$ cat src/rtl/sod_pkg.sv
// shared types and constants for the subdomain offset core
package sod_pkg;

  localparam int MAX_NODES = 64;
  localparam int ADDR_W    = $clog2(MAX_NODES);
  localparam int NODE_W    = 6;
  localparam int EXT_W     = 16;
  localparam int OFS_W     = 22;
  localparam int REG_W     = 7;
  localparam int CFG_IDX_W = 2;
  localparam int ENTRY_W   = 3 * EXT_W;
  localparam int PLANE_W   = 2 * REG_W;
  localparam int TOTAL_W   = 3 * REG_W;

  localparam logic CMD_LOAD  = 1'b0;
  localparam logic CMD_QUERY = 1'b1;

  typedef enum logic [CFG_IDX_W-1:0] {
    CFG_NODES_X = 2'd0,
    CFG_NODES_Y = 2'd1,
    CFG_NODES_Z = 2'd2
  } cfg_idx_t;

  typedef enum logic [3:0] {
    S_IDLE,
    S_MUL_P,
    S_MUL_T,
    S_CHECK,
    S_DIV,
    S_MUL_Z,
    S_WALK_X,
    S_WALK_Y,
    S_WALK_Z,
    S_FIN
  } state_t;

  typedef enum logic [1:0] {
    AX_X,
    AX_Y,
    AX_Z
  } axis_t;

endpackage

$ cat src/rtl/sod_if.sv
// handshake channels of the subdomain offset core
interface sod_req_if import sod_pkg::*; ();
  logic              valid;
  logic              ready;
  logic              command;
  logic [NODE_W-1:0] node_index;
  logic [EXT_W-1:0]  column_extent;
  logic [EXT_W-1:0]  row_extent;
  logic [EXT_W-1:0]  slice_extent;

  modport source (output valid, command, node_index, column_extent, row_extent,
                  slice_extent, input ready);
  modport sink   (input valid, command, node_index, column_extent, row_extent,
                  slice_extent, output ready);
endinterface

interface sod_rsp_if import sod_pkg::*; ();
  logic             valid;
  logic             ready;
  logic [OFS_W-1:0] offset_x;
  logic [OFS_W-1:0] offset_y;
  logic [OFS_W-1:0] offset_z;
  logic             grid_error;

  modport source (output valid, offset_x, offset_y, offset_z, grid_error, input ready);
  modport sink   (input valid, offset_x, offset_y, offset_z, grid_error, output ready);
endinterface

interface sod_cfg_if import sod_pkg::*; ();
  logic                 valid;
  logic                 ready;
  logic [CFG_IDX_W-1:0] index;
  logic [REG_W-1:0]     data;

  modport source (output valid, index, data, input ready);
  modport sink   (input valid, index, data, output ready);
endinterface

$ cat src/rtl/sod_ram.sv
// generic one-write one-read ram with registered read data
module sod_ram #(
  parameter int WIDTH = 8,
  parameter int DEPTH = 16
) (
  input  logic                     clk,
  input  logic                     we,
  input  logic [$clog2(DEPTH)-1:0] waddr,
  input  logic [WIDTH-1:0]         wdata,
  input  logic [$clog2(DEPTH)-1:0] raddr,
  output logic [WIDTH-1:0]         rdata
);

  logic [WIDTH-1:0] mem [DEPTH];

  always_ff @(posedge clk) begin
    if (we) begin
      mem[waddr] <= wdata;
    end
    rdata <= mem[raddr];
  end

endmodule

$ cat src/rtl/subdomain_offset_3d_core.sv
// subdomain offset core: extent table and sequenced offset query
//
// usage
//   cfg : write beats set nodes_x (index 0), nodes_y (1), nodes_z (2); always ready,
//         indexes past the list are dropped. write only while the core is idle.
//   req : command load (0) stores the three extents of node_index and
//         gives no result; command query (1) returns one rsp beat with the node's
//         global x/y/z offsets, or grid_error with zero offsets.
//   rsp : one beat per query, held in an output register until taken.
// sequencing
//   loads are taken back to back while the core is idle.
//   a query with a bad grid or node goes from the check step straight to its result.
//   a good query runs a 6-step restoring divider twice, a shared small multiplier
//   three times, and one table read per preceding node on each axis on the
//   single ram read port. req is not ready until the query is done.
// reset
//   synchronous, active high: grid counts go to 1, every table entry reads as zero
//   through per-entry valid bits (no clearing pass), no rsp pending.
// stall
//   a held rsp does not block loads; a finished query waits in its last step
//   until the output register is free.
module subdomain_offset_3d_core import sod_pkg::*; (
  input  logic  clk,
  input  logic  rst,
  sod_req_if.sink   req,
  sod_rsp_if.source rsp,
  sod_cfg_if.sink   cfg
);

  state_t state, state_next;

  // grid registers
  logic [REG_W-1:0] nodes_x;
  logic [REG_W-1:0] nodes_y;
  logic [REG_W-1:0] nodes_z;

  // query working registers
  logic [NODE_W-1:0]  node;
  logic [PLANE_W-1:0] plane;
  logic [TOTAL_W-1:0] total;
  logic [ADDR_W-1:0]  czp;
  logic [NODE_W-1:0]  cx, cy, cz;
  logic               err;

  // shared multiplier
  logic [PLANE_W-1:0] mul_a;
  logic [REG_W-1:0]   mul_b;
  logic [TOTAL_W-1:0] mul_p;

  // restoring divider, one quotient bit per cycle
  logic [NODE_W-1:0] dvd;
  logic [REG_W-1:0]  rem;
  logic [NODE_W-1:0] quo;
  logic [2:0]        bitcnt;
  logic              div_second;
  logic [REG_W-1:0]  div_d;
  logic [REG_W:0]    div_trial;
  logic              div_ge;
  logic [REG_W:0]    div_diff;
  logic [REG_W-1:0]  rem_next;
  logic [NODE_W-1:0] quo_next;
  logic              div_last;

  // table walk
  logic [ADDR_W-1:0] addr;
  logic [NODE_W-1:0] cnt;
  logic              pend;
  axis_t             pend_axis;
  logic              pend_vld;
  logic [MAX_NODES-1:0] ent_vld;
  logic [OFS_W-1:0]  sum_x, sum_y, sum_z;
  logic              walk_done;

  // table ports
  logic               tbl_we;
  logic [ADDR_W-1:0]  tbl_waddr;
  logic [ENTRY_W-1:0] tbl_wdata;
  logic [ENTRY_W-1:0] tbl_rdata;
  logic               rd_issue;

  // output register
  logic               rsp_valid;
  logic [OFS_W-1:0]   rsp_x, rsp_y, rsp_z;
  logic               rsp_err;
  logic               rsp_load;

  logic req_beat;
  logic load_hit;

  assign req.ready = (state == S_IDLE);
  assign req_beat  = req.valid && req.ready;
  assign cfg.ready = 1'b1;

  assign rsp.valid      = rsp_valid;
  assign rsp.offset_x   = rsp_x;
  assign rsp.offset_y   = rsp_y;
  assign rsp.offset_z   = rsp_z;
  assign rsp.grid_error = rsp_err;

  // loads go straight into the table while idle
  assign load_hit  = 32'(req.node_index) < MAX_NODES;
  assign tbl_we    = req_beat && (req.command == CMD_LOAD) && load_hit;
  assign tbl_waddr = ADDR_W'(req.node_index);
  assign tbl_wdata = {req.column_extent, req.row_extent, req.slice_extent};

  sod_ram #(
    .WIDTH (ENTRY_W),
    .DEPTH (MAX_NODES)
  ) u_table (
    .clk   (clk),
    .we    (tbl_we),
    .waddr (tbl_waddr),
    .wdata (tbl_wdata),
    .raddr (addr),
    .rdata (tbl_rdata)
  );

  // multiplier operand select: plane, total, then cz * plane
  always_comb begin
    mul_a = plane;
    mul_b = nodes_z;
    case (state)
      S_MUL_P: begin
        mul_a = PLANE_W'(nodes_x);
        mul_b = nodes_y;
      end
      S_MUL_Z: begin
        mul_a = plane;
        mul_b = REG_W'(cz);
      end
      default: begin
        mul_a = plane;
        mul_b = nodes_z;
      end
    endcase
  end
  // full-width product so an oversized grid never wraps into a small total
  assign mul_p = TOTAL_W'(mul_a) * TOTAL_W'(mul_b);

  // divider step
  assign div_d     = div_second ? nodes_y : nodes_x;
  assign div_trial = {rem, dvd[NODE_W-1]};
  assign div_ge    = div_trial >= {1'b0, div_d};
  assign div_diff  = div_trial - {1'b0, div_d};
  assign rem_next  = div_ge ? div_diff[REG_W-1:0] : div_trial[REG_W-1:0];
  assign quo_next  = {quo[NODE_W-2:0], div_ge};
  assign div_last  = (bitcnt == 3'(NODE_W - 1));

  // walk control per axis
  always_comb begin
    case (state)
      S_WALK_X: walk_done = (cnt == cx);
      S_WALK_Y: walk_done = (cnt == cy);
      S_WALK_Z: walk_done = (cnt == cz);
      default:  walk_done = 1'b1;
    endcase
  end
  assign rd_issue = !walk_done;

  // grid validity, checked once per query
  logic grid_bad;
  assign grid_bad = (nodes_x == '0) || (nodes_y == '0) || (nodes_z == '0) ||
                    (TOTAL_W'(node) >= total) || (32'(total) > MAX_NODES);

  assign rsp_load = (state == S_FIN) && (!rsp_valid || rsp.ready);

  always_ff @(posedge clk) begin
    if (rst) begin
      state <= S_IDLE;
    end else begin
      state <= state_next;
    end
  end

  always_comb begin
    state_next = state;
    unique case (state)
      S_IDLE:   if (req_beat && (req.command == CMD_QUERY)) state_next = S_MUL_P;
      S_MUL_P:  state_next = S_MUL_T;
      S_MUL_T:  state_next = S_CHECK;
      S_CHECK:  state_next = grid_bad ? S_FIN : S_DIV;
      S_DIV:    if (div_last && div_second) state_next = S_MUL_Z;
      S_MUL_Z:  state_next = S_WALK_X;
      S_WALK_X: if (walk_done) state_next = S_WALK_Y;
      S_WALK_Y: if (walk_done) state_next = S_WALK_Z;
      S_WALK_Z: if (walk_done) state_next = S_FIN;
      S_FIN:    if (rsp_load) state_next = S_IDLE;
      default:  state_next = S_IDLE;
    endcase
  end

  // config writes
  always_ff @(posedge clk) begin
    if (rst) begin
      nodes_x <= REG_W'(1);
      nodes_y <= REG_W'(1);
      nodes_z <= REG_W'(1);
    end else if (cfg.valid && cfg.ready) begin
      unique case (cfg.index)
        CFG_NODES_X: nodes_x <= cfg.data;
        CFG_NODES_Y: nodes_y <= cfg.data;
        CFG_NODES_Z: nodes_z <= cfg.data;
        default:     ;
      endcase
    end
  end

  // per-entry valid bits stand in for clearing the table
  always_ff @(posedge clk) begin
    if (rst) begin
      ent_vld <= '0;
    end else if (tbl_we) begin
      ent_vld[tbl_waddr] <= 1'b1;
    end
  end

  // read tracking, lines up with the registered ram output
  always_ff @(posedge clk) begin
    if (rst) begin
      pend <= 1'b0;
    end else begin
      pend <= rd_issue;
    end
  end

  always_ff @(posedge clk) begin
    pend_vld <= ent_vld[addr];
    case (state)
      S_WALK_Y: pend_axis <= AX_Y;
      S_WALK_Z: pend_axis <= AX_Z;
      default:  pend_axis <= AX_X;
    endcase
  end

  // query datapath
  always_ff @(posedge clk) begin
    case (state)
      S_IDLE: begin
        node  <= req.node_index;
        sum_x <= '0;
        sum_y <= '0;
        sum_z <= '0;
      end
      S_MUL_P: plane <= mul_p[PLANE_W-1:0];
      S_MUL_T: total <= mul_p;
      S_CHECK: begin
        err        <= grid_bad;
        dvd        <= node;
        rem        <= '0;
        quo        <= '0;
        bitcnt     <= '0;
        div_second <= 1'b0;
      end
      S_DIV: begin
        if (div_last) begin
          rem    <= '0;
          quo    <= '0;
          bitcnt <= '0;
          if (!div_second) begin
            cx         <= rem_next[NODE_W-1:0];
            dvd        <= quo_next;
            div_second <= 1'b1;
          end else begin
            cy <= rem_next[NODE_W-1:0];
            cz <= quo_next;
          end
        end else begin
          rem    <= rem_next;
          quo    <= quo_next;
          dvd    <= {dvd[NODE_W-2:0], 1'b0};
          bitcnt <= bitcnt + 3'd1;
        end
      end
      S_MUL_Z: begin
        czp  <= mul_p[ADDR_W-1:0];
        addr <= ADDR_W'(node) - ADDR_W'(cx);
        cnt  <= '0;
      end
      S_WALK_X: begin
        if (walk_done) begin
          addr <= czp + ADDR_W'(cx);
          cnt  <= '0;
        end else begin
          addr <= addr + ADDR_W'(1);
          cnt  <= cnt + NODE_W'(1);
        end
      end
      S_WALK_Y: begin
        if (walk_done) begin
          addr <= ADDR_W'(node) - czp;
          cnt  <= '0;
        end else begin
          addr <= addr + nodes_x[ADDR_W-1:0];
          cnt  <= cnt + NODE_W'(1);
        end
      end
      S_WALK_Z: begin
        if (!walk_done) begin
          addr <= addr + plane[ADDR_W-1:0];
          cnt  <= cnt + NODE_W'(1);
        end
      end
      default: ;
    endcase

    // accumulate the entry read in the previous cycle
    if (pend && pend_vld) begin
      case (pend_axis)
        AX_X:    sum_x <= sum_x + OFS_W'(tbl_rdata[3*EXT_W-1:2*EXT_W]);
        AX_Y:    sum_y <= sum_y + OFS_W'(tbl_rdata[2*EXT_W-1:EXT_W]);
        default: sum_z <= sum_z + OFS_W'(tbl_rdata[EXT_W-1:0]);
      endcase
    end
  end

  // output register
  always_ff @(posedge clk) begin
    if (rst) begin
      rsp_valid <= 1'b0;
    end else if (rsp_load) begin
      rsp_valid <= 1'b1;
    end else if (rsp.ready) begin
      rsp_valid <= 1'b0;
    end
  end

  always_ff @(posedge clk) begin
    if (rsp_load) begin
      rsp_x   <= err ? '0 : sum_x;
      rsp_y   <= err ? '0 : sum_y;
      rsp_z   <= err ? '0 : sum_z;
      rsp_err <= err;
    end
  end

endmodule

$ cat src/flat_wrapper.sv
// flat-port wrapper written by rule: the top's interface ports become plain ports
module subdomain_offset_3d_core_flat import sod_pkg::*;
  (clk, rst, req_valid, req_command, req_node_index, req_column_extent, req_row_extent, req_slice_extent, req_ready, rsp_valid, rsp_offset_x, rsp_offset_y, rsp_offset_z, rsp_grid_error, rsp_ready, cfg_valid, cfg_index, cfg_data, cfg_ready);
  sod_req_if req_i ();
  sod_rsp_if rsp_i ();
  sod_cfg_if cfg_i ();
  input  logic clk;
  input  logic rst;
  input wire logic [$bits(req_i.valid)-1:0] req_valid;
  input wire logic [$bits(req_i.command)-1:0] req_command;
  input wire logic [$bits(req_i.node_index)-1:0] req_node_index;
  input wire logic [$bits(req_i.column_extent)-1:0] req_column_extent;
  input wire logic [$bits(req_i.row_extent)-1:0] req_row_extent;
  input wire logic [$bits(req_i.slice_extent)-1:0] req_slice_extent;
  output wire logic [$bits(req_i.ready)-1:0] req_ready;
  output wire logic [$bits(rsp_i.valid)-1:0] rsp_valid;
  output wire logic [$bits(rsp_i.offset_x)-1:0] rsp_offset_x;
  output wire logic [$bits(rsp_i.offset_y)-1:0] rsp_offset_y;
  output wire logic [$bits(rsp_i.offset_z)-1:0] rsp_offset_z;
  output wire logic [$bits(rsp_i.grid_error)-1:0] rsp_grid_error;
  input wire logic [$bits(rsp_i.ready)-1:0] rsp_ready;
  input wire logic [$bits(cfg_i.valid)-1:0] cfg_valid;
  input wire logic [$bits(cfg_i.index)-1:0] cfg_index;
  input wire logic [$bits(cfg_i.data)-1:0] cfg_data;
  output wire logic [$bits(cfg_i.ready)-1:0] cfg_ready;
  assign req_i.valid = req_valid;
  assign req_i.command = req_command;
  assign req_i.node_index = req_node_index;
  assign req_i.column_extent = req_column_extent;
  assign req_i.row_extent = req_row_extent;
  assign req_i.slice_extent = req_slice_extent;
  assign req_ready = req_i.ready;
  assign rsp_valid = rsp_i.valid;
  assign rsp_offset_x = rsp_i.offset_x;
  assign rsp_offset_y = rsp_i.offset_y;
  assign rsp_offset_z = rsp_i.offset_z;
  assign rsp_grid_error = rsp_i.grid_error;
  assign rsp_i.ready = rsp_ready;
  assign cfg_i.valid = cfg_valid;
  assign cfg_i.index = cfg_index;
  assign cfg_i.data = cfg_data;
  assign cfg_ready = cfg_i.ready;
  subdomain_offset_3d_core u_core (.clk(clk), .rst(rst), .req(req_i), .rsp(rsp_i), .cfg(cfg_i));
endmodule
$ cat config.mk
export PLATFORM = sky130hd
export DESIGN_NAME = subdomain_offset_3d_core_flat
export DESIGN_NICKNAME = d
export VERILOG_FILES = /design/src/rtl/sod_pkg.sv /design/src/rtl/sod_if.sv /design/src/rtl/sod_ram.sv /design/src/rtl/subdomain_offset_3d_core.sv /design/src/flat_wrapper.sv
export SDC_FILE = /design/constraint.sdc
export NUM_CORES = 2
export LEC_CHECK = 0
export ABC_CLOCK_PERIOD_IN_PS = 7100
export BUFFER_PORTS_ARGS = -buffer_cell sky130_fd_sc_hd__buf_2
export CELL_PAD_IN_SITES_DETAIL_PLACEMENT = 1
export CELL_PAD_IN_SITES_GLOBAL_PLACEMENT = 2
export CORE_MARGIN = 4
export CORE_UTILIZATION = 30
export CTS_CLUSTER_DIAMETER = 120
export DETAILED_ROUTE_END_ITERATION = 7
export GPL_ROUTABILITY_DRIVEN = 0
export PLACE_DENSITY_LB_ADDON = 0.1
export SETUP_SLACK_MARGIN = 0.5
export SYNTH_ARGS = -nofsm -noshare
export SYNTH_HDL_FRONTEND = slang
export SYNTH_SLANG_ARGS = --single-unit
$ cat constraint.sdc
create_clock -name clk -period 7.1 [get_ports clk]
set_input_delay 1.42 -clock clk [delete_from_list [all_inputs] [get_ports clk]]
set_output_delay 1.42 -clock clk [all_outputs]
set_load 0.005 [all_outputs]
==> results.cfg <==
[outcome]
status = complete, no violations

[logic_synthesis]
ys_ff_latch = 3447
synthTopCellsByArea = edfxtp_1, mux4_2, dfxtp_1
synth_top_area_share_pct = 71.12
synth_edf_count = 3239
ys.warnings.count = 0
synthFlopType = edfxtp_1
syn_area_um2 = 136800
yosysTopAreaCell = edfxtp_1
syn_inst = 6673
synth_fp_nets = 6939
async_reset_ff_share_pct = 0
yosysSeqAreaShare_pct = 74.16
synth_cell_types = 76
avgSynthCellArea_um2 = 20.50

[power_and_ir_drop]
swShare_pct = 28.43
p_int_uw = 38830
irDropWorstVdd_v = 0.0002089
finalPower_uw = 54250
p_leak_uw = 0.05101
power_frac_comb_pct = 20.0
powerDensity_nw_per_um2 = 340.3
switchingPower_uw = 15420
sequentialPowerShare_pct = 43.3
power_frac_clock_pct = 36.8

[sta]
finalClockSkew_ns = 0.05744
max_slew_margin_pct = 16.14
tns_ns = 0
report.final.slew_viol_count = 0
rsz0062_at_grt = false
worstMarginPinSlew_ns = 1.255
setup_viol = 0
finalHoldViolations = 0
setup_ws_ns = 0.7096
period_minus_slack_ns = 6.390
fmax_mhz = 156.5
timing.hold.ws_ns = 0.4664
period_share_pct = 90.01

[setup_path]
crit_arrival_ns = 7.07
endpoint_kind = flip-flop
worst_setup_path_start_kind = flip-flop
criticalPathCategory = reg2reg
crit_fanout = 14
critPathRequiredTime_ns = 7.78

[placement]
pre_cts_slack_ns = 0.5011
dp_hpwl_um = 268500
port_buffers = 137

[finish]
layout.nets = 7383
register_area_um2 = 101400
drive_gt1_share_pct = 25.75
multiInputGateArea_um2 = 34110
synthToLayoutAreaGrowth_pct = 16.54
fill_cells = 43883

[drt]
ant_nets = 0
drc_errors = 0
drt_iter0_drc = 6574
viasPerCell = 5.219
first_pass_iters = 5
dr_total_vias = 70337
routed_wl_um = 476500
wl_per_cell_um = 35.36

[job]
maxCapViolCount = 0

[global_route]
grt_overflow = 0
grt_pass1_vias = 74005
grt_pass1_wl_um = 648300
grt_antenna_before_repair = 60
grt_max_degree = 99
grt_usage_pct = 20.05

[clocking]
clkSlewWorstSetupHoldPaths_ns = 0.06
cts-buffers-inserted = 397
post_cts_buffers = 0
cts_max_path_buffers = 4
tritoncts = done
htree_levels = 5
cts_root_buf = clkbuf_16
clock_latency_ns = 0.97
clock-sinks = 3447

[floorplan]
core_area_um2 = 453400
initial_core_util_pct = 30.17
ioPinCount = 139
die_width_um = 683.2
die-area_um2 = 466800
rows = 247
die_height_um = 683.2

[min_path]
hp-class = reg2reg
==> registers in the layout (all words and copies together), names as in the netlist, 7 cells and up <==
| register | count |
|---|---|
| u_core.rsp.offset_y | 22 |
| u_core.total | 21 |
| u_core.rem | 7 |
| u_core.nodes_x | 7 |
| u_core.u_table.rdata | 48 |
| u_core.sum_x | 22 |
| u_core.sum_y | 22 |
| u_core.u_table.mem | 3072 |
| u_core.sum_z | 22 |
| u_core.rsp.offset_z | 22 |
| u_core.rsp.offset_x | 22 |
| u_core.plane | 14 |
| u_core.nodes_y | 7 |
| u_core.nodes_z | 7 |
| u_core.ent_vld | 64 |
==> cells in the mapped netlist (all sizes together) (12+ instances only) <==
| master | n |
|---|---|
| nand4 | 12 |
| fa | 68 |
| xnor2 | 51 |
| nor3 | 27 |
| or2 | 14 |
| edfxtp | 3239 |
| clkbuf | 220 |
| a31oi | 30 |
| o221ai | 80 |
| xor2 | 33 |
| inv | 127 |
| o21ai | 97 |
| mux4 | 898 |
| nand2b | 26 |
| dfxtp | 208 |
| buf | 101 |
| o22ai | 35 |
| nor2 | 400 |
| nor4 | 12 |
| ha | 129 |
| a21o | 33 |
| nor2b | 73 |
| nand3 | 44 |
| and3 | 33 |
| nand2 | 155 |
| a21oi | 142 |
| mux2i | 210 |
| o21bai | 12 |
==> layout make-up <==
cell class,count,area share [%]
diodes,50,0.07850
clock buffers,547,6.805
clock inverters,187,1.076
inverters,130,0.3132
multi-input cells,2775,21.40
flip-flops and latches,3447,63.63
well taps,5976,4.691
repair buffers,366,2.005
==> worst max-delay path: stages, from the launching register on <==
cell and delay (ns):
dfxtp_1 0.47, nand2_1 0.18, or2_2 0.42, a21oi_1 0.19, buf_4 0.25, nor2_1 0.10
fa_1 0.51, inv_1 0.06, fa_1 0.56, inv_1 0.06, fa_1 0.48, inv_1 0.05
fa_1 0.49, inv_1 0.05, ha_1 0.21, or4_1 0.54, o21a_1 0.24, a41o_1 0.35
a2111oi_0 0.48, o21bai_1 0.14, a21oi_1 0.18, xnor2_1 0.08
==> layout by cell type (no fill, tap or decap), types with 11 or more instances in the layout <==
cell and n:
nor3_1 25, nand4_1 12, xnor2_1 51, and3_1 33
clkinv_2 59, mux4_2 898, dfxtp_1 208, o221ai_1 80
o22ai_1 34, clkbuf_8 20, nor2_4 65, o31ai_1 11
nand3_1 43, a21oi_1 142, o21bai_1 12, edfxtp_1 3239
buf_4 167, nor2b_1 72, or2_2 13, a31oi_1 29
bufinv_16 24, a21o_1 33, nand2b_1 25, inv_1 126
xor2_1 33, mux2i_1 209, nand2_1 154, fa_1 68
clkbuf_1 123, nor2_1 335, inv_6 11, ha_1 129
buf_12 63, o211ai_1 11, buf_2 136, diode_2 50
clkinv_1 69, o21ai_0 93, clkbuf_16 404
==> kinds of logic (layout without fill, tap and decap cells) <==
group,Yosys count,count (layout),share of synthesized area (%)
adders and majority gates,197,197,2.175
and+or+nand+nor,843,843,2.831
DFF,3447,3447,74.16
xor gates and xnor gates,84,84,0.5379
other,1,51,0.002742
muxes,1114,1114,16.37
buffers and inverters,451,1230,1.327
AOI/OAI and AO/OA,536,536,2.592
==> timing repair <==
item                                   CTS  global route
setup endpoints to repair                1             2
resized for setup                        2             5
endpoints found under the hold margin    0             0
hold buffers                             0             0
==> path summary, 6_finish.rpt <==
check                           cells past startpoint               start                  to  slack, ns
worst min register to register                      2  u_core.ent_vld[50]  u_core.ent_vld[50]       0.47
worst max-delay path                               21     u_core.state[0]    u_core.total[20]       0.71
worst max register to register                     21     u_core.state[0]    u_core.total[20]       0.71
worst min-delay path                                2  u_core.ent_vld[50]  u_core.ent_vld[50]       0.47
==> power groups by stage <==
stage	logic (uW)	clock network, uW	registers [uW]
after floorplan	6950	0	23400
after global placement	11100	0	24000
after detailed placement	11100	0	24000
after CTS	11100	20500	23600
after global routing	11700	21400	23500
final	10800	19900	23500
==> routing by layer <==
metal	up-vias	track usage, %	part of all wire, %
met3	512	2.823	5.0
met2	1852	33.58	49
li1	28495	-	-
met4	10	4.006	1.9
met1	39468	27.89	44
met5	-	0	0.015
==> stage by stage <==
step                instances  cell area, um^2  util, %
global placement        12694           146700    32.35
detailed placement      12694           146700    32.35
CTS                     13428           159200    35.12
floorplan                6673           136800        -
global route            13463           159400    35.15
finish                  13478           159400    35.16
(Power assumes the default switching activity.)
